$ cat src/rtl/cpd_pkg.sv
`default_nettype none

package cpd_pkg;

   localparam int MAX_PAYLOAD_DEFAULT = 32;

   localparam int BYTE_W  = 8;
   localparam int STAT_W  = 2;
   localparam int COUNT_W = 6;
   localparam int INDEX_W = 5;

   typedef enum logic [STAT_W-1:0] {
      STATUS_GOOD     = 2'd0,
      STATUS_CHECKSUM = 2'd1,
      STATUS_LENGTH   = 2'd2
   } cpd_status_type;

   typedef struct packed {
      logic                 single;
      logic                 run;
      logic [BYTE_W-1:0]    frame_id;
      cpd_status_type       status;
      logic [COUNT_W-1:0]   count;
   } cpd_event_type;

   typedef struct packed {
      logic [BYTE_W-1:0]    frame_id;
      logic [STAT_W-1:0]    status;
      logic [COUNT_W-1:0]   payload_count;
      logic [INDEX_W-1:0]   byte_index;
      logic [BYTE_W-1:0]    payload_byte;
      logic                 has_data;
      logic                 last;
   } cpd_result_type;

endpackage

`default_nettype wire

$ cat src/rtl/cpd_interfaces.sv
`default_nettype none

interface cpd_req_if;
   import cpd_pkg::*;
   logic              valid;
   logic              ready;
   logic [BYTE_W-1:0] rx_byte;

   modport source (output valid, output rx_byte, input ready);
   modport sink (input valid, input rx_byte, output ready);
endinterface

interface cpd_rsp_if;
   import cpd_pkg::*;
   logic               valid;
   logic               ready;
   logic [BYTE_W-1:0]  frame_id;
   logic [STAT_W-1:0]  status;
   logic [COUNT_W-1:0] payload_count;
   logic [INDEX_W-1:0] byte_index;
   logic [BYTE_W-1:0]  payload_byte;
   logic               has_data;
   logic               last;

   modport source (output valid, output frame_id, output status, output payload_count,
                   output byte_index, output payload_byte, output has_data,
                   output last, input ready);
   modport sink (input valid, input frame_id, input status, input payload_count,
                 input byte_index, input payload_byte, input has_data, input last,
                 output ready);
endinterface

`default_nettype wire

$ cat src/rtl/cpd_payload_buffer.sv
`default_nettype none

module cpd_payload_buffer
   import cpd_pkg::*;
#(
   parameter int DEPTH  = MAX_PAYLOAD_DEFAULT,
   parameter int ADDR_W = 5
) (
   input  wire logic              clock,
   input  wire logic              wr_en,
   input  wire logic [ADDR_W-1:0] wr_addr,
   input  wire logic [BYTE_W-1:0] wr_data,
   input  wire logic              rd_en,
   input  wire logic [ADDR_W-1:0] rd_addr,
   output logic      [BYTE_W-1:0] rd_data
);

   logic [BYTE_W-1:0] store_ff [DEPTH];
   logic [BYTE_W-1:0] rd_data_ff;

   always_ff @(posedge clock) begin
      if (wr_en) begin
         store_ff[wr_addr] <= wr_data;
      end
      if (rd_en) begin
         rd_data_ff <= store_ff[rd_addr];
      end
   end

   assign rd_data = rd_data_ff;

endmodule

`default_nettype wire

$ cat src/rtl/cpd_frame_parser.sv
`default_nettype none

module cpd_frame_parser
   import cpd_pkg::*;
#(
   parameter int MAX_PAYLOAD = MAX_PAYLOAD_DEFAULT,
   parameter int CNT_W       = 6,
   parameter int ADDR_W      = 5
) (
   input  wire logic              clock,
   input  wire logic              reset,
   cpd_req_if.sink                req_if,
   input  wire logic              draining,
   input  wire logic              out_free,
   output cpd_event_type          ev,
   output logic      [CNT_W-1:0]  run_length,
   output logic                   wr_en,
   output logic      [ADDR_W-1:0] wr_addr,
   output logic      [BYTE_W-1:0] wr_data
);

   typedef enum logic [1:0] {
      PH_ID   = 2'd0,
      PH_LEN  = 2'd1,
      PH_DATA = 2'd2,
      PH_SUM  = 2'd3
   } phase_type;

   localparam logic [BYTE_W-1:0] LEN_LIMIT = BYTE_W'(MAX_PAYLOAD + 1);

   phase_type         phase_ff, phase_in;
   logic [BYTE_W-1:0] held_id_ff, held_id_in;
   logic [CNT_W-1:0]  held_length_ff, held_length_in;
   logic [CNT_W-1:0]  bytes_seen_ff, bytes_seen_in;
   logic [BYTE_W-1:0] sum_ff, sum_in;
   logic [BYTE_W-1:0] sum_add;
   logic              accept;
   logic              needs_out;

   always_comb begin
      needs_out      = (phase_ff == PH_LEN) || (phase_ff == PH_SUM);
      req_if.ready   = !draining && (!needs_out || out_free);
      accept         = req_if.valid && req_if.ready;
      sum_add        = sum_ff + req_if.rx_byte;

      phase_in       = phase_ff;
      held_id_in     = held_id_ff;
      held_length_in = held_length_ff;
      bytes_seen_in  = bytes_seen_ff;
      sum_in         = sum_ff;

      ev             = '0;
      ev.frame_id    = held_id_ff;
      ev.status      = STATUS_GOOD;
      run_length     = held_length_ff;
      wr_en          = 1'b0;
      wr_addr        = bytes_seen_ff[ADDR_W-1:0];
      wr_data        = req_if.rx_byte;

      case (phase_ff)
         PH_ID: begin
            if (accept) begin
               held_id_in     = req_if.rx_byte;
               sum_in         = req_if.rx_byte;
               bytes_seen_in  = '0;
               held_length_in = '0;
               phase_in       = PH_LEN;
            end
         end
         PH_LEN: begin
            if (accept) begin
               sum_in = sum_add;
               if ((req_if.rx_byte == '0) || (req_if.rx_byte > LEN_LIMIT)) begin
                  ev.single = 1'b1;
                  ev.status = STATUS_LENGTH;
                  ev.count  = '0;
                  phase_in  = PH_ID;
               end else begin
                  held_length_in = CNT_W'(req_if.rx_byte - 8'd1);
                  bytes_seen_in  = '0;
                  phase_in       = (req_if.rx_byte == 8'd1) ? PH_SUM : PH_DATA;
               end
            end
         end
         PH_DATA: begin
            wr_en = accept;
            if (accept) begin
               sum_in        = sum_add;
               bytes_seen_in = bytes_seen_ff + 1'b1;
               if (bytes_seen_in >= held_length_ff) begin
                  phase_in = PH_SUM;
               end
            end
         end
         PH_SUM: begin
            if (accept) begin
               if (req_if.rx_byte == ~sum_ff) begin
                  if (held_length_ff == '0) begin
                     ev.single = 1'b1;
                     ev.status = STATUS_GOOD;
                     ev.count  = '0;
                  end else begin
                     ev.run    = 1'b1;
                     ev.count  = COUNT_W'(held_length_ff);
                  end
               end else begin
                  ev.single = 1'b1;
                  ev.status = STATUS_CHECKSUM;
                  ev.count  = COUNT_W'(held_length_ff);
               end
               phase_in = PH_ID;
            end
         end
         default: begin
            phase_in = PH_ID;
         end
      endcase
   end

   always_ff @(posedge clock) begin
      if (reset) begin
         phase_ff       <= PH_ID;
         held_id_ff     <= '0;
         held_length_ff <= '0;
         bytes_seen_ff  <= '0;
         sum_ff         <= '0;
      end else begin
         phase_ff       <= phase_in;
         held_id_ff     <= held_id_in;
         held_length_ff <= held_length_in;
         bytes_seen_ff  <= bytes_seen_in;
         sum_ff         <= sum_in;
      end
   end

endmodule

`default_nettype wire

$ cat src/rtl/cpd_output_sequencer.sv
`default_nettype none

module cpd_output_sequencer
   import cpd_pkg::*;
#(
   parameter int CNT_W  = 6,
   parameter int ADDR_W = 5
) (
   input  wire logic              clock,
   input  wire logic              reset,
   input  cpd_event_type          ev,
   input  wire logic [CNT_W-1:0]  run_length,
   output logic                   draining,
   output logic                   out_free,
   output logic                   rd_en,
   output logic      [ADDR_W-1:0] rd_addr,
   input  wire logic [BYTE_W-1:0] rd_data,
   cpd_rsp_if.source              rsp_if
);

   logic              out_valid_ff, out_valid_in;
   cpd_result_type    result_ff, result_in;
   logic              draining_ff, draining_in;
   logic              fetched_ff, fetched_in;
   logic [BYTE_W-1:0] run_id_ff, run_id_in;
   logic [CNT_W-1:0]  run_len_ff, run_len_in;
   logic [CNT_W-1:0]  rd_idx_ff, rd_idx_in;
   logic [CNT_W-1:0]  fetch_idx_ff, fetch_idx_in;
   logic              load;
   logic              issue;
   logic              is_last;

   always_comb begin
      out_free = !out_valid_ff || rsp_if.ready;
      load     = fetched_ff && out_free;
      issue    = draining_ff && (rd_idx_ff < run_len_ff) && (!fetched_ff || load);
      is_last  = (CNT_W'(fetch_idx_ff + 1'b1) == run_len_ff);
      draining = draining_ff;
      rd_en    = issue;
      rd_addr  = rd_idx_ff[ADDR_W-1:0];

      out_valid_in = out_valid_ff && !rsp_if.ready;
      result_in    = result_ff;
      draining_in  = draining_ff;
      fetched_in   = fetched_ff;
      run_id_in    = run_id_ff;
      run_len_in   = run_len_ff;
      rd_idx_in    = rd_idx_ff;
      fetch_idx_in = fetch_idx_ff;

      if (ev.single) begin
         out_valid_in            = 1'b1;
         result_in.frame_id      = ev.frame_id;
         result_in.status        = ev.status;
         result_in.payload_count = ev.count;
         result_in.byte_index    = '0;
         result_in.payload_byte  = '0;
         result_in.has_data      = 1'b0;
         result_in.last          = 1'b1;
      end

      if (ev.run) begin
         draining_in = 1'b1;
         run_id_in   = ev.frame_id;
         run_len_in  = run_length;
         rd_idx_in   = '0;
         fetched_in  = 1'b0;
      end

      if (issue) begin
         rd_idx_in    = rd_idx_ff + 1'b1;
         fetch_idx_in = rd_idx_ff;
         fetched_in   = 1'b1;
      end else if (load) begin
         fetched_in = 1'b0;
      end

      if (load) begin
         out_valid_in            = 1'b1;
         result_in.frame_id      = run_id_ff;
         result_in.status        = STATUS_GOOD;
         result_in.payload_count = COUNT_W'(run_len_ff);
         result_in.byte_index    = INDEX_W'(fetch_idx_ff);
         result_in.payload_byte  = rd_data;
         result_in.has_data      = 1'b1;
         result_in.last          = is_last;
         if (is_last) begin
            draining_in = 1'b0;
         end
      end
   end

   always_ff @(posedge clock) begin
      if (reset) begin
         out_valid_ff <= 1'b0;
         draining_ff  <= 1'b0;
         fetched_ff   <= 1'b0;
      end else begin
         out_valid_ff <= out_valid_in;
         draining_ff  <= draining_in;
         fetched_ff   <= fetched_in;
      end
      result_ff    <= result_in;
      run_id_ff    <= run_id_in;
      run_len_ff   <= run_len_in;
      rd_idx_ff    <= rd_idx_in;
      fetch_idx_ff <= fetch_idx_in;
   end

   assign rsp_if.valid         = out_valid_ff;
   assign rsp_if.frame_id      = result_ff.frame_id;
   assign rsp_if.status        = result_ff.status;
   assign rsp_if.payload_count = result_ff.payload_count;
   assign rsp_if.byte_index    = result_ff.byte_index;
   assign rsp_if.payload_byte  = result_ff.payload_byte;
   assign rsp_if.has_data      = result_ff.has_data;
   assign rsp_if.last          = result_ff.last;

endmodule

`default_nettype wire

$ cat src/rtl/checksummed_packet_deframer_unit.sv
// Deframer for length-prefixed link frames with an inverted-sum checksum.
// The req_if channel takes one received byte per transaction; the rsp_if
// channel returns results, each tagged with the frame id and a status.
// Id, length and payload bytes are taken one per cycle while no drain runs
// and, for a length byte, the output register is free; payload bytes are
// written into a one-port-write, one-port-read buffer as they arrive.
// A length or checksum byte that ends in a single result (error or empty
// frame) needs a free output register; that result shows in the next cycle.
// A good checksum byte starts a drain through the buffer's registered read
// port: one result per cycle while the receiver keeps rsp_if.ready high.
// A frame of N payload bytes costs N + 3 input transactions, and req_if.ready
// stays low while its payload drains.
// When the receiver stalls, the waiting result holds and the drain pauses;
// id and payload bytes are still accepted while a single result waits.
// Synchronous reset returns the block to hunting for an id byte and empties
// the output register; the payload buffer needs no clearing because only
// entries written in the current frame are read.
`default_nettype none

module checksummed_packet_deframer_unit
   import cpd_pkg::*;
#(
   parameter int MAX_PAYLOAD = MAX_PAYLOAD_DEFAULT
) (
   input  wire logic clock,
   input  wire logic reset,
   cpd_req_if.sink   req_if,
   cpd_rsp_if.source rsp_if
);

   localparam int CNT_W  = $clog2(MAX_PAYLOAD + 1);
   localparam int ADDR_W = (MAX_PAYLOAD > 1) ? $clog2(MAX_PAYLOAD) : 1;

   cpd_event_type     ev;
   logic [CNT_W-1:0]  run_length;
   logic              draining;
   logic              out_free;
   logic              wr_en;
   logic [ADDR_W-1:0] wr_addr;
   logic [BYTE_W-1:0] wr_data;
   logic              rd_en;
   logic [ADDR_W-1:0] rd_addr;
   logic [BYTE_W-1:0] rd_data;

   cpd_frame_parser #(
      .MAX_PAYLOAD (MAX_PAYLOAD),
      .CNT_W       (CNT_W),
      .ADDR_W      (ADDR_W)
   ) u_parser (
      .clock      (clock),
      .reset      (reset),
      .req_if     (req_if),
      .draining   (draining),
      .out_free   (out_free),
      .ev         (ev),
      .run_length (run_length),
      .wr_en      (wr_en),
      .wr_addr    (wr_addr),
      .wr_data    (wr_data)
   );

   cpd_payload_buffer #(
      .DEPTH  (MAX_PAYLOAD),
      .ADDR_W (ADDR_W)
   ) u_buffer (
      .clock   (clock),
      .wr_en   (wr_en),
      .wr_addr (wr_addr),
      .wr_data (wr_data),
      .rd_en   (rd_en),
      .rd_addr (rd_addr),
      .rd_data (rd_data)
   );

   cpd_output_sequencer #(
      .CNT_W  (CNT_W),
      .ADDR_W (ADDR_W)
   ) u_sequencer (
      .clock      (clock),
      .reset      (reset),
      .ev         (ev),
      .run_length (run_length),
      .draining   (draining),
      .out_free   (out_free),
      .rd_en      (rd_en),
      .rd_addr    (rd_addr),
      .rd_data    (rd_data),
      .rsp_if     (rsp_if)
   );

endmodule

`default_nettype wire

$ cat src/flat_wrapper.sv
// flat-port wrapper written by rule: the top's interface ports become plain ports
module checksummed_packet_deframer_unit_flat import cpd_pkg::*;
#(
   parameter int MAX_PAYLOAD = MAX_PAYLOAD_DEFAULT
)
  (clock, reset, req_if_valid, req_if_rx_byte, req_if_ready, rsp_if_valid, rsp_if_frame_id, rsp_if_status, rsp_if_payload_count, rsp_if_byte_index, rsp_if_payload_byte, rsp_if_has_data, rsp_if_last, rsp_if_ready);
  cpd_req_if req_if_i ();
  cpd_rsp_if rsp_if_i ();
  input  wire logic clock;
  input  wire logic reset;
  input wire logic [$bits(req_if_i.valid)-1:0] req_if_valid;
  input wire logic [$bits(req_if_i.rx_byte)-1:0] req_if_rx_byte;
  output wire logic [$bits(req_if_i.ready)-1:0] req_if_ready;
  output wire logic [$bits(rsp_if_i.valid)-1:0] rsp_if_valid;
  output wire logic [$bits(rsp_if_i.frame_id)-1:0] rsp_if_frame_id;
  output wire logic [$bits(rsp_if_i.status)-1:0] rsp_if_status;
  output wire logic [$bits(rsp_if_i.payload_count)-1:0] rsp_if_payload_count;
  output wire logic [$bits(rsp_if_i.byte_index)-1:0] rsp_if_byte_index;
  output wire logic [$bits(rsp_if_i.payload_byte)-1:0] rsp_if_payload_byte;
  output wire logic [$bits(rsp_if_i.has_data)-1:0] rsp_if_has_data;
  output wire logic [$bits(rsp_if_i.last)-1:0] rsp_if_last;
  input wire logic [$bits(rsp_if_i.ready)-1:0] rsp_if_ready;
  assign req_if_i.valid = req_if_valid;
  assign req_if_i.rx_byte = req_if_rx_byte;
  assign req_if_ready = req_if_i.ready;
  assign rsp_if_valid = rsp_if_i.valid;
  assign rsp_if_frame_id = rsp_if_i.frame_id;
  assign rsp_if_status = rsp_if_i.status;
  assign rsp_if_payload_count = rsp_if_i.payload_count;
  assign rsp_if_byte_index = rsp_if_i.byte_index;
  assign rsp_if_payload_byte = rsp_if_i.payload_byte;
  assign rsp_if_has_data = rsp_if_i.has_data;
  assign rsp_if_last = rsp_if_i.last;
  assign rsp_if_i.ready = rsp_if_ready;
  checksummed_packet_deframer_unit #(.MAX_PAYLOAD(MAX_PAYLOAD)) u_core (.clock(clock), .reset(reset), .req_if(req_if_i), .rsp_if(rsp_if_i));
endmodule
$ cat config.mk
export PLATFORM = sky130hd
export DESIGN_NAME = checksummed_packet_deframer_unit_flat
export DESIGN_NICKNAME = d
export VERILOG_FILES = /design/src/rtl/cpd_pkg.sv /design/src/rtl/cpd_interfaces.sv /design/src/rtl/cpd_payload_buffer.sv /design/src/rtl/cpd_frame_parser.sv /design/src/rtl/cpd_output_sequencer.sv /design/src/rtl/checksummed_packet_deframer_unit.sv /design/src/flat_wrapper.sv
export SDC_FILE = /design/constraint.sdc
export NUM_CORES = 1
export LEC_CHECK = 0
export BUFFER_PORTS_ARGS = -buffer_cell sky130_fd_sc_hd__buf_4
export CAP_MARGIN = 20
export CORE_MARGIN = 3
export CORE_UTILIZATION = 45
export CTS_CLUSTER_DIAMETER = 150
export DETAILED_ROUTE_END_ITERATION = 8
export SETUP_SLACK_MARGIN = 0.1
export SLEW_MARGIN = 20
export SYNTH_ARGS = -nofsm -noshare
export SYNTH_HDL_FRONTEND = slang
export SYNTH_SLANG_ARGS = --single-unit
$ cat constraint.sdc
create_clock -name clock -period 2.89 [get_ports clock]
set_input_delay 0.7225 -clock clock [delete_from_list [all_inputs] [get_ports clock]]
set_output_delay 0.7225 -clock clock [all_outputs]
set_load 0.05 [all_outputs]
# Word-level counts from Yosys, hierarchy flattened
# Memory sizes are Yosys's and may differ from the RTL's. A register that Yosys moved wholly into a read port is not among the register bits.
# Cells that the tools add are included.
[word_totals]
out_inout_bits = 33
inputBits = 12
wordCells = 122
ram_bits = 256
memories = 1
regBits = 90
[op_classes]
n_eq_ne = 13
n_lt_le_gt_ge = 3
n_mux = 49
bitwise_logic = 1
reduce_logical = 31
addsub = 5
[memory_table]
columns = ["memory", "words", "width", "read_ports", "rd_clocked_by_memory_dff", "write_ports", "line_no", "text"]
rows = [
  ["u_core.u_buffer.store_ff", 32, 8, 1, 1, 1, "cpd_payload_buffer.sv:18", "logic [BYTE_W-1:0] store_ff [DEPTH];"],
]
[ops]
columns = ["operator", "n"]
rows = [
  ["two-way mux 31 bit", 2],
  ["two-way mux 6 bit", 9],
  ["two-way mux 8 bit", 4],
  ["case mux 8 bit (2 select lines)", 2],
  ["two-way mux 1 bit", 19],
  ["adder 6 x 1 -> 6 bit (second input constant)", 3],
  ["case mux 6 bit (3 select lines)", 1],
  ["two-way mux 2 bit", 7],
  ["two-way mux 7 bit", 2],
  ["!= test 2 bit (second input constant)", 6],
  ["case mux 6 bit (2 select lines)", 1],
  ["AND reduction 5 bit", 2],
  ["adder 8 bit", 1],
  ["== test 8 x 1 -> 1 bit (second input constant)", 1],
  ["== test 8 bit", 1],
  ["> comparator 8 x 6 -> 1 bit (second input constant)", 1],
  ["logical NOT 8 bit", 1],
  ["NOT 8 bit", 1],
  ["case mux 2 bit (4 select lines)", 1],
  ["nonzero test 2 bit", 4],
  ["== test 6 bit", 1],
  ["greater-or-equal comparator 6 bit", 1],
  ["logical AND 1 bit", 6],
  ["logical NOT 6 bit", 1],
  ["14 further kinds", 24],
]

# Longest topological paths before layout
# Gate-level depths: netlist of the first run.
[logic_depth]
depth_word = 11
depth_mapped = 9
ltp_nobuf = 9

# By module
# A second synthesis of the first run with hierarchy kept.
[unflattened]
hier_cells = 888
hier_area_um2 = 14873.0
[modules_own_cells]
columns = ["module", "instances", "area_each_um2", "cells_each", "seq_area_each_um2"]
rows = [
  ["cpd_payload_buffer", 1, 10133.5, 417, 7927.6],
  ["cpd_output_sequencer", 1, 2542.4, 193, 1741.7],
  ["cpd_frame_parser", 1, 2197.1, 278, 600.6],
]

# Worst setup path before layout of the first run
# OpenSTA, ideal clock, no wires.
[synth_timing]
path_type = "input -> register"
start = "input port req_if_rx_byte[3]"
end = "register u_core.u_sequencer.result_ff (netlist bit u_core.u_sequencer.rsp_if.byte_index[0]), enable pin"
n_path_buf = 1
setup_slack_ns = -0.204
path_stages = 7
required_ns = 2.438
setup_ns = 0.452
arrival_time_ns = 2.642
cell_sequence = "ha_1 nand3_1 nor4_1 a21oi_1 nor2_1 clkbuf_1 nand2_1"
[synth_between]
elab_chain_cells = 6
elab_cells_between_ends = 10
cone_classes = "1 x order compare; 1 x eq/ne; 5 x mux; 3 x reduce/logical"
[synth_lines]
columns = ["item", "line_no", "text"]
rows = [
  ["start: declaration", "flat_wrapper.sv:12", "input wire logic [$bits(req_if_i.rx_byte)-1:0] req_if_rx_byte;"],
  ["> comparator 8 x 6 -> 1 bit or logical NOT 8 bit (tied branches)", "cpd_frame_parser.sv:73", "if ((req_if.rx_byte == '0) || (req_if.rx_byte > LEN_LIMIT)) begin"],
  ["logical OR 1 bit", "cpd_frame_parser.sv:73", ""],
  ["two-way mux 1 bit", "cpd_frame_parser.sv:73", ""],
  ["two-way mux 1 bit", "cpd_frame_parser.sv:71", "if (accept) begin"],
  ["case mux 1 bit (2 select lines) (*)", "cpd_frame_parser.sv:60", "case (phase_ff)"],
  ["nonzero test 2 bit (no source line) (*)", "n/a", ""],
  ["end signal: assignment", "cpd_output_sequencer.sv:103", "result_ff <= result_in;"],
  ["end: declaration", "cpd_output_sequencer.sv:22", "cpd_result_type result_ff, result_in;"],
]
# Mark *: on every way between the ends. The rest lies on a longest branch, timed or not.
# A chain may end at the register's enable or synchronous reset.

==> results of run 1 <==
-- power by group through the flow --
stage	clock network, W	registers (W)	logic [W]
2_1_floorplan	0	0.00582	0.000245
6_report	0.00437	0.00565	0.000521
4_1_cts	0.00449	0.00565	0.000522
3_5_place_dp	0	0.00575	0.000520
3_3_place_gp	0	0.00575	0.000514
5_1_grt	0.00470	0.00565	0.000573
-- cell usage after synthesis (5+ instances only) --
| library cell | count | share of area, % |
|---|---|---|
| sky130_fd_sc_hd__nor2b_1 | 5 | 0.21 |
| sky130_fd_sc_hd__buf_2 | 5 | 0.17 |
| sky130_fd_sc_hd__mux2_2 | 9 | 0.69 |
| sky130_fd_sc_hd__clkbuf_1 | 29 | 0.74 |
| sky130_fd_sc_hd__nand2b_1 | 6 | 0.25 |
| sky130_fd_sc_hd__o21ai_0 | 26 | 0.88 |
| sky130_fd_sc_hd__mux2i_1 | 13 | 0.88 |
| sky130_fd_sc_hd__and3_1 | 15 | 0.64 |
| sky130_fd_sc_hd__xor2_1 | 10 | 0.59 |
| sky130_fd_sc_hd__mux4_2 | 80 | 12 |
| sky130_fd_sc_hd__a21oi_1 | 26 | 0.88 |
| sky130_fd_sc_hd__a211oi_1 | 7 | 0.36 |
| sky130_fd_sc_hd__nand3_1 | 23 | 0.78 |
| sky130_fd_sc_hd__o22ai_1 | 6 | 0.25 |
| sky130_fd_sc_hd__inv_1 | 27 | 0.69 |
| sky130_fd_sc_hd__nor2_1 | 74 | 1.9 |
| sky130_fd_sc_hd__dfxtp_1 | 36 | 4.9 |
| sky130_fd_sc_hd__edfxtp_1 | 318 | 65 |
| sky130_fd_sc_hd__nand2_1 | 39 | 0.99 |
| sky130_fd_sc_hd__ha_1 | 31 | 2.6 |
| sky130_fd_sc_hd__nor3_1 | 6 | 0.20 |
| sky130_fd_sc_hd__xnor2_1 | 13 | 0.77 |
| sky130_fd_sc_hd__or3_1 | 9 | 0.38 |
-- cell type report --
class / instances / area [um2]
Fill cell: 2548 / 14700
Sequential cell: 354 / 10300
Multi-Input combinational cell: 451 / 4210
Clock buffer: 53 / 1030
Timing Repair Buffer: 124 / 997
Tap cell: 435 / 544
Inverter: 27 / 101
Clock inverter: 15 / 82.6
-- state kept, by name, indices dropped and copies added (netlist names), 6 cells and up, named ones only --
signal / count
u_core.u_sequencer.rsp_if.payload_byte: 8
u_core.u_sequencer.rsp_if.payload_count: 6
u_core.u_parser.held_id_ff: 8
u_core.u_sequencer.fetch_idx_ff: 6
u_core.u_buffer.store_ff: 256
u_core.u_parser.run_length: 6
u_core.u_buffer.rd_data: 8
u_core.u_sequencer.run_id_ff: 8
u_core.u_sequencer.run_len_ff: 6
u_core.u_parser.sum_ff: 8
u_core.u_sequencer.rd_idx_ff: 6
u_core.u_parser.bytes_seen_ff: 6
u_core.u_sequencer.rsp_if.frame_id: 8
-- critical path, stage by stage, from the launching register on --
cell and delay (ns):
sky130_fd_sc_hd__dfxtp_1 0.39, sky130_fd_sc_hd__inv_1 0.08, sky130_fd_sc_hd__ha_1 0.26, sky130_fd_sc_hd__nor2_1 0.16
sky130_fd_sc_hd__buf_4 0.15, sky130_fd_sc_hd__nor2_1 0.05, sky130_fd_sc_hd__nor2_2 0.14, sky130_fd_sc_hd__buf_6 0.18
-- cell usage in the layout, fill, tap and decap left out, drive strengths merged, types with 3 or more instances in the layout --
| cell | n |
|---|---|
| buf | 124 |
| and3 | 15 |
| nand2b | 6 |
| nand3b | 3 |
| clkinv | 11 |
| nor2b | 5 |
| o22ai | 6 |
| dfxtp | 36 |
| clkbuf | 53 |
| xnor2 | 13 |
| or3 | 9 |
| mux4 | 80 |
| nor3 | 6 |
| nor2 | 74 |
| o21a | 4 |
| inv | 30 |
| ha | 31 |
| a31oi | 3 |
| a21o | 4 |
| a211oi | 8 |
| a21oi | 26 |
| mux2i | 13 |
| nor4 | 4 |
| o21ai | 28 |
| xor2 | 10 |
| mux2 | 9 |
| nand3 | 23 |
| edfxtp | 318 |
| nand2 | 39 |
-- how the worst max path moves through the flow --
stage / slack [ns] / to / startpoint / cells after the start
floorplan: 0.17 / req_if_ready / rsp_if_ready / 5
CTS: 0.16 / req_if_ready / flip-flop / 7
detailed placement: 0.13 / u_core.u_sequencer.rsp_if.payload_byte[7] / req_if_rx_byte[2] / 9
global placement: 0.16 / u_core.u_sequencer.rsp_if.payload_byte[4] / req_if_rx_byte[2] / 9
global route: 0.16 / req_if_ready / flip-flop / 7
finish: 0.25 / req_if_ready / flip-flop / 7
-- metrics by stage --
stage          util, %  power [W]  hold WS [ns]  cells  instance area, um2
2_1_floorplan        -    0.00606         0.430    874               14800
3_3_place_gp      50.4    0.00627         0.451   1391               16100
6_report          53.9     0.0105         0.464   1459               17200
5_1_grt           53.9     0.0109         0.480   1459               17200
4_1_cts           53.9     0.0107         0.465   1459               17200
3_5_place_dp      50.4    0.00627         0.452   1391               16100
-- metal layers --
| metal | vias to the layer above | track usage [%] |
|---|---|---|
| met5 | - | 0 |
| met1 | 4086 | 27.9 |
| met2 | 188 | 28.4 |
| met4 | 0 | 4.07 |
| li1 | 3686 | - |
| met3 | 38 | 2.62 |
-- timing repair --
item / in CTS / in global routing
endpoints found under the setup margin: 0 / 1
resized for setup: 0 / 2
buffers inserted: 0 / 0
-- logic make-up after synthesis --
| family | count (synthesis) |
|---|---|
| AND/OR/NAND/NOR | 197 |
| AO/OA/AOI/OAI | 97 |
| buffers and inverters | 69 |
| adder cells (fa/ha/maj) | 32 |
| XOR/XNOR | 23 |
| flip-flops | 354 |
| multiplexers | 102 |
==> results.py, run 1 <==
metrics = {
    "run_status": {
        "run_status": "finished clean",
    },
    "pwr": {
        "pwr_density_cell_mw_per_mm2": 611,
        "power_frac_comb_pct": 4.9,
        "netSwitchingFraction_pct": 21.4,
        "share_clk_of_total_power_pct": 41.5,
        "p_leak_nw": 5.98,
        "power.internal_w": 0.00828,
        "max-vdd-ir-drop_mv": 0.431,
        "power_switching_w": 0.00225,
        "proportion_of_power_drawn_by_flip_flops_and_latches_pct": 53.6,
    },
    "worst_setup_path": {
        "worstPathArrival_ns": 1.92,
        "worst-endpoint-required_ns": 2.17,
        "timing.critical_path.fanout_max": 7,
        "r2r_depth": 5,
        "regToRegStartpoint": "u_core.u_sequencer.rd_idx_ff[0]",
        "critical_path.startpoint_type": "flip-flop",
        "worst_r2r_endpoint": "u_core.u_buffer.rd_data[7]",
        "endpoint_kind": "output pin",
        "critical_path_class": "reg2out",
        "reg2reg_setup_slack_ns": 0.38,
    },
    "cts": {
        "cts_max_path_buffers": 3,
        "clkTransAtPathRegs_ns": 0.05,
        "clock_root_cell": "sky130_fd_sc_hd__clkbuf_16",
        "cts_tree": "yes",
        "total_of_hold_buffers_inserted_after_clock_tree_synthesis": 0,
        "h-tree-depth": 2,
        "clk-insertion-delay-late_ns": 0.52,
        "cts_made_buffers": 39,
        "clock_sinks": 354,
    },
    "placed_design": {
        "post-place-ws_ns": 0.132,
        "detailed_place_hpwl_um": 21600,
        "finalWeightedCongestion": 0.785,
        "port_buffers": 44,
    },
    "hold_path": {
        "min_path_type": "reg2reg",
        "timing.hold.worst.start": "u_core.u_sequencer.rsp_if.has_data",
        "worstHoldEndpoint": "u_core.u_sequencer.rsp_if.has_data",
        "timing.hold.worst_path_depth": 1,
    },
    "global_routing": {
        "grt-ovfl-total": 0,
        "grt_util_all_layers_pct": 18.3,
        "first_pass_grt_wire_length_um": 49600,
        "grt_max_degree": 35,
        "first_global_vias": 7962,
        "grt_antenna_before_repair": 1,
    },
    "synth": {
        "synthesis.instances": 874,
        "yosys.area_share.simple_pct": 6.37,
        "synth-async-reset-ratio_pct": 0,
        "synth-edff-count": 318,
        "synthesis.yosys.warnings": 0,
        "synth_top_family_by_area": "multiplexers",
        "postSynthAreaPerCell_um2": 16.9,
        "yosys.area_share.xor_xnor_pct": 1.36,
        "synth_ff_type": "sky130_fd_sc_hd__edfxtp_1",
        "synthMuxAreaShare_pct": 13.8,
        "post_synth_fa_ha_maj_area_fraction_pct": 2.76,
        "ys_ff_latch": 354,
        "synth_area_mm2": 0.0148,
        "synth_fp_nets": 918,
        "synth_seq_area_share_pct": 69.5,
        "synth.lib_cells_used.distinct": 58,
        "synth_compound_area_share_pct": 4.19,
    },
    "routing": {
        "drt_iter0_drc": 496,
        "dr_wl_met2_um": 14700,
        "vias_per_std_cell": 5.48,
        "top_layer_used": "met4",
        "drcViolationCount": 0,
        "routed_wl_um": 31800,
        "drt-met1-wl_um": 15300,
        "route.antenna.remaining_nets": 0,
        "via_count": 7998,
        "avgRoutedWirePerCell_um": 21.8,
        "met3WireLength_um": 1360,
        "drt_pass_1_iters": 5,
    },
    "cells_and_area": {
        "area_growth_syn_to_layout_pct": 16.7,
        "finish.net_count": 1041,
        "drive_gt1_share_pct": 26.4,
        "antennaDiodeCount": 0,
    },
    "floorplan": {
        "floorplan.rows": 65,
        "die_height_um": 187,
        "number_of_primary_i_o_pins": 45,
        "die_area_mm2": 0.0350,
        "die_width_um": 187,
        "initial_utilization_pct": 46.2,
        "coreArea_mm2": 0.0320,
    },
    "timing": {
        "final-setup-viol-count": 0,
        "setup_repair_after_global_routing_missed_its_margin": "no",
        "maxSlewHeadroom_pct": 50.9,
        "tightest_slew_ns": 0.734,
        "min_period_over_period_pct": 91.5,
        "totalNegativeSetupSlack_ns": 0,
        "layout_min_cycle_time_ns": 2.64,
        "final.setup_skew_ns": 0.0111,
        "timing_hold_violations_final": 0,
        "timing.fmax_mhz": 378,
        "fin_ws_ns": 0.246,
        "timing_max_transition_violations_final": 0,
    },
    "job": {
        "max_cap_violations": 0,
    },
}
Note: power is estimated with default switching activity, not from simulation.
==> run 2, diff against run 1 <==
==> constraint.sdc (replaced) <==
create_clock -name clock -period 3.37 [get_ports clock]
set_input_delay 0.8425 -clock clock [delete_from_list [all_inputs] [get_ports clock]]
set_output_delay 0.8425 -clock clock [all_outputs]
set_load 0.05 [all_outputs]
==> run 2 against run 1 <==
Wire length is essentially flat. Critical path type is now reg2reg. Sequential power shrank 14%. Flip-flop and latch count is the same. Register-to-register slack gained 0.10 ns. Clock power shrank 5.0%. Non-clock buffer count shrank 18. Critical path depth shrank 1. Clock skew grew 0.0073 ns. Sequential share of layout area is essentially flat. Largest power group unchanged. Cell count shrank 1.1%.
==> results.py, run 2 (synthesis gave the netlist of run 1 again) <==
metrics = {
    "worst_setup_path": {
        "endpoint_kind": "flip-flop",
        "crit_path_cell_trace": "ha_1, nor2_1, o21a_1, nand3_1, nor2_1, buf_4",
        "r2r_depth": 6,
        "worstPathArrival_ns": 3.11,
        "timing.critical_path.fanout_max": 14,
        "cp_common_cell": "sky130_fd_sc_hd__nor2_1",
        "worst-endpoint-required_ns": 3.59,
        "critical_path_class": "reg2reg",
        "reg2reg_setup_slack_ns": 0.48,
        "slowest_delay_ns": 0.45,
        "worst_r2r_endpoint": "u_core.u_buffer.store_ff[11][1]",
        "crit_slowest_cell": "sky130_fd_sc_hd__nand3_1",
        "critical_path.startpoint_type": "flip-flop",
    },
    "cells_and_area": {
        "drive_gt1_share_pct": 25.4,
        "nFillCells": 2539,
        "number_of_flip_flops_under_the_largest_register_name": 256,
        "mostFrequentLayoutCell": "sky130_fd_sc_hd__edfxtp_1",
        "most_used_cells_in_the_layout_excluding_fill_and_tap_cells": "318 x sky130_fd_sc_hd__edfxtp_1, 101 x sky130_fd_sc_hd__buf_4, 80 x sky130_fd_sc_hd__mux4_2",
        "area_growth_syn_to_layout_pct": 16.6,
        "registers.top_by_ff_count": "u_core.u_buffer.store_ff",
        "finish.utilization_pct": 53.9,
        "finish.net_count": 1022,
        "stdcell_area_mm2": 0.0172,
        "antennaDiodeCount": 0,
    },
    "timing": {
        "timing.fmax_mhz": 346,
        "min_period_over_period_pct": 85.7,
        "maxSlewHeadroom_pct": 36.4,
        "layout_min_cycle_time_ns": 2.89,
        "final-setup-viol-count": 0,
        "timing_max_transition_violations_final": 0,
        "final.setup_skew_ns": 0.0184,
        "timing_hold_violations_final": 0,
        "setup_repair_after_global_routing_missed_its_margin": "no",
        "fin_ws_ns": 0.483,
        "totalNegativeSetupSlack_ns": 0,
        "tightest_slew_ns": 0.951,
    },
    "global_routing": {
        "first_global_vias": 7940,
        "grt_antenna_before_repair": 0,
        "grt_max_degree": 41,
        "grt-ovfl-total": 0,
        "first_pass_grt_wire_length_um": 49200,
        "grt_util_all_layers_pct": 18.3,
    },
    "cts": {
        "clock_root_cell": "sky130_fd_sc_hd__clkbuf_16",
        "cts_max_path_buffers": 3,
        "cts_made_buffers": 38,
        "total_of_hold_buffers_inserted_after_clock_tree_synthesis": 0,
        "post-cts-setup-buffers": 0,
        "cts_tree": "yes",
        "post_cts.resized_instances": 0,
        "h-tree-depth": 2,
        "clk-insertion-delay-late_ns": 0.52,
        "clkTransAtPathRegs_ns": 0.06,
        "clock_sinks": 354,
    },
    "job": {
        "max_cap_violations": 0,
    },
    "floorplan": {
        "number_of_primary_i_o_pins": 45,
        "coreArea_mm2": 0.0320,
        "die_width_um": 187,
        "die_height_um": 187,
        "floorplan.rows": 65,
        "die_area_mm2": 0.0350,
        "initial_utilization_pct": 46.2,
    },
    "routing": {
        "vias_per_std_cell": 5.46,
        "routed_wl_um": 31800,
        "via_count": 7872,
        "avgRoutedWirePerCell_um": 22.0,
        "drcViolationCount": 0,
        "drt_pass_1_iters": 5,
        "route.antenna.remaining_nets": 0,
        "drt_iter0_drc": 720,
    },
    "run_status": {
        "run_status": "finished clean",
    },
    "placed_design": {
        "post_dp_cell_area_mm2": 0.0160,
        "post-place-ws_ns": 0.418,
        "finalWeightedCongestion": 0.797,
        "port_buffers": 44,
        "detailed_place_hpwl_um": 21000,
    },
    "pwr": {
        "power_switching_w": 0.00198,
        "proportion_of_power_drawn_by_flip_flops_and_latches_pct": 51.3,
        "power.internal_w": 0.00745,
        "p_leak_nw": 5.96,
        "netSwitchingFraction_pct": 21.0,
        "p_total_w": 0.00943,
        "pwr_density_cell_mw_per_mm2": 548,
        "power_frac_comb_pct": 4.7,
        "max-vdd-ir-drop_mv": 0.451,
        "share_clk_of_total_power_pct": 44.0,
    },
    "hold_path": {
        "timing.hold.worst_path_depth": 1,
        "timing.hold.worst.start": "u_core.u_sequencer.rsp_if.has_data",
        "worstHoldEndpoint": "u_core.u_sequencer.rsp_if.has_data",
        "min_path_type": "reg2reg",
    },
}
## run 2: area by class of cell
cell class	instances	area [um2]	share of cell area, %
flip-flops and latches	354	10300	59.6
multi-input cells	451	4200	24.4
clock buffers	47	995	5.78
repair buffers	106	858	4.98
well taps	435	544	3.16
clock inverters	23	253	1.47
inverters	27	101	0.588
## run 2: worst max-delay path: cells and delay by family (launching register included)
family                   cells  cell delay (ns)
buffers and inverters        1             0.23
AO/OA/AOI/OAI                1             0.36
adder cells (fa/ha/maj)      1             0.38
flip-flops                   1             0.35
AND/OR/NAND/NOR              3             1.25
## run 2: through the flow
stage / hold WS, ns / std cells
5_1_grt: 0.476 / 1443
2_1_floorplan: 0.430 / 874
6_report: 0.456 / 1443
4_1_cts: 0.458 / 1443
3_3_place_gp: 0.457 / 1373
3_5_place_dp: 0.444 / 1373
## run 2: worst max path at each step
stage,end,slack [ns]
floorplan,u_core.u_sequencer.rsp_if.byte_index[0],0.16
global placement,u_core.u_sequencer.rsp_if.payload_count[0],0.50
detailed placement,u_core.u_sequencer.rsp_if.payload_count[3],0.42
CTS,req_if_ready,0.51
global route,req_if_ready,0.34
finish,u_core.u_buffer.store_ff[11][1],0.48
## run 2: power by group through the flow
stage	registers (W)	clock network, W	logic [W]
after floorplan	0.00499	0	0.000209
after global placement	0.00493	0	0.000437
after detailed placement	0.00493	0	0.000442
after CTS	0.00484	0.00425	0.000443
after global routing	0.00484	0.00442	0.000483
final	0.00484	0.00415	0.000441
## run 2: layer usage
metal / global-route usage [%] / routed length [um] / vias to the layer above
met4: 4.33 / 561 / 0
met3: 2.79 / 1680 / 48
met2: 29.0 / 15000 / 210
li1: - / - / 3648
met5: 0 / 0 / -
met1: 27.0 / 14500 / 3966
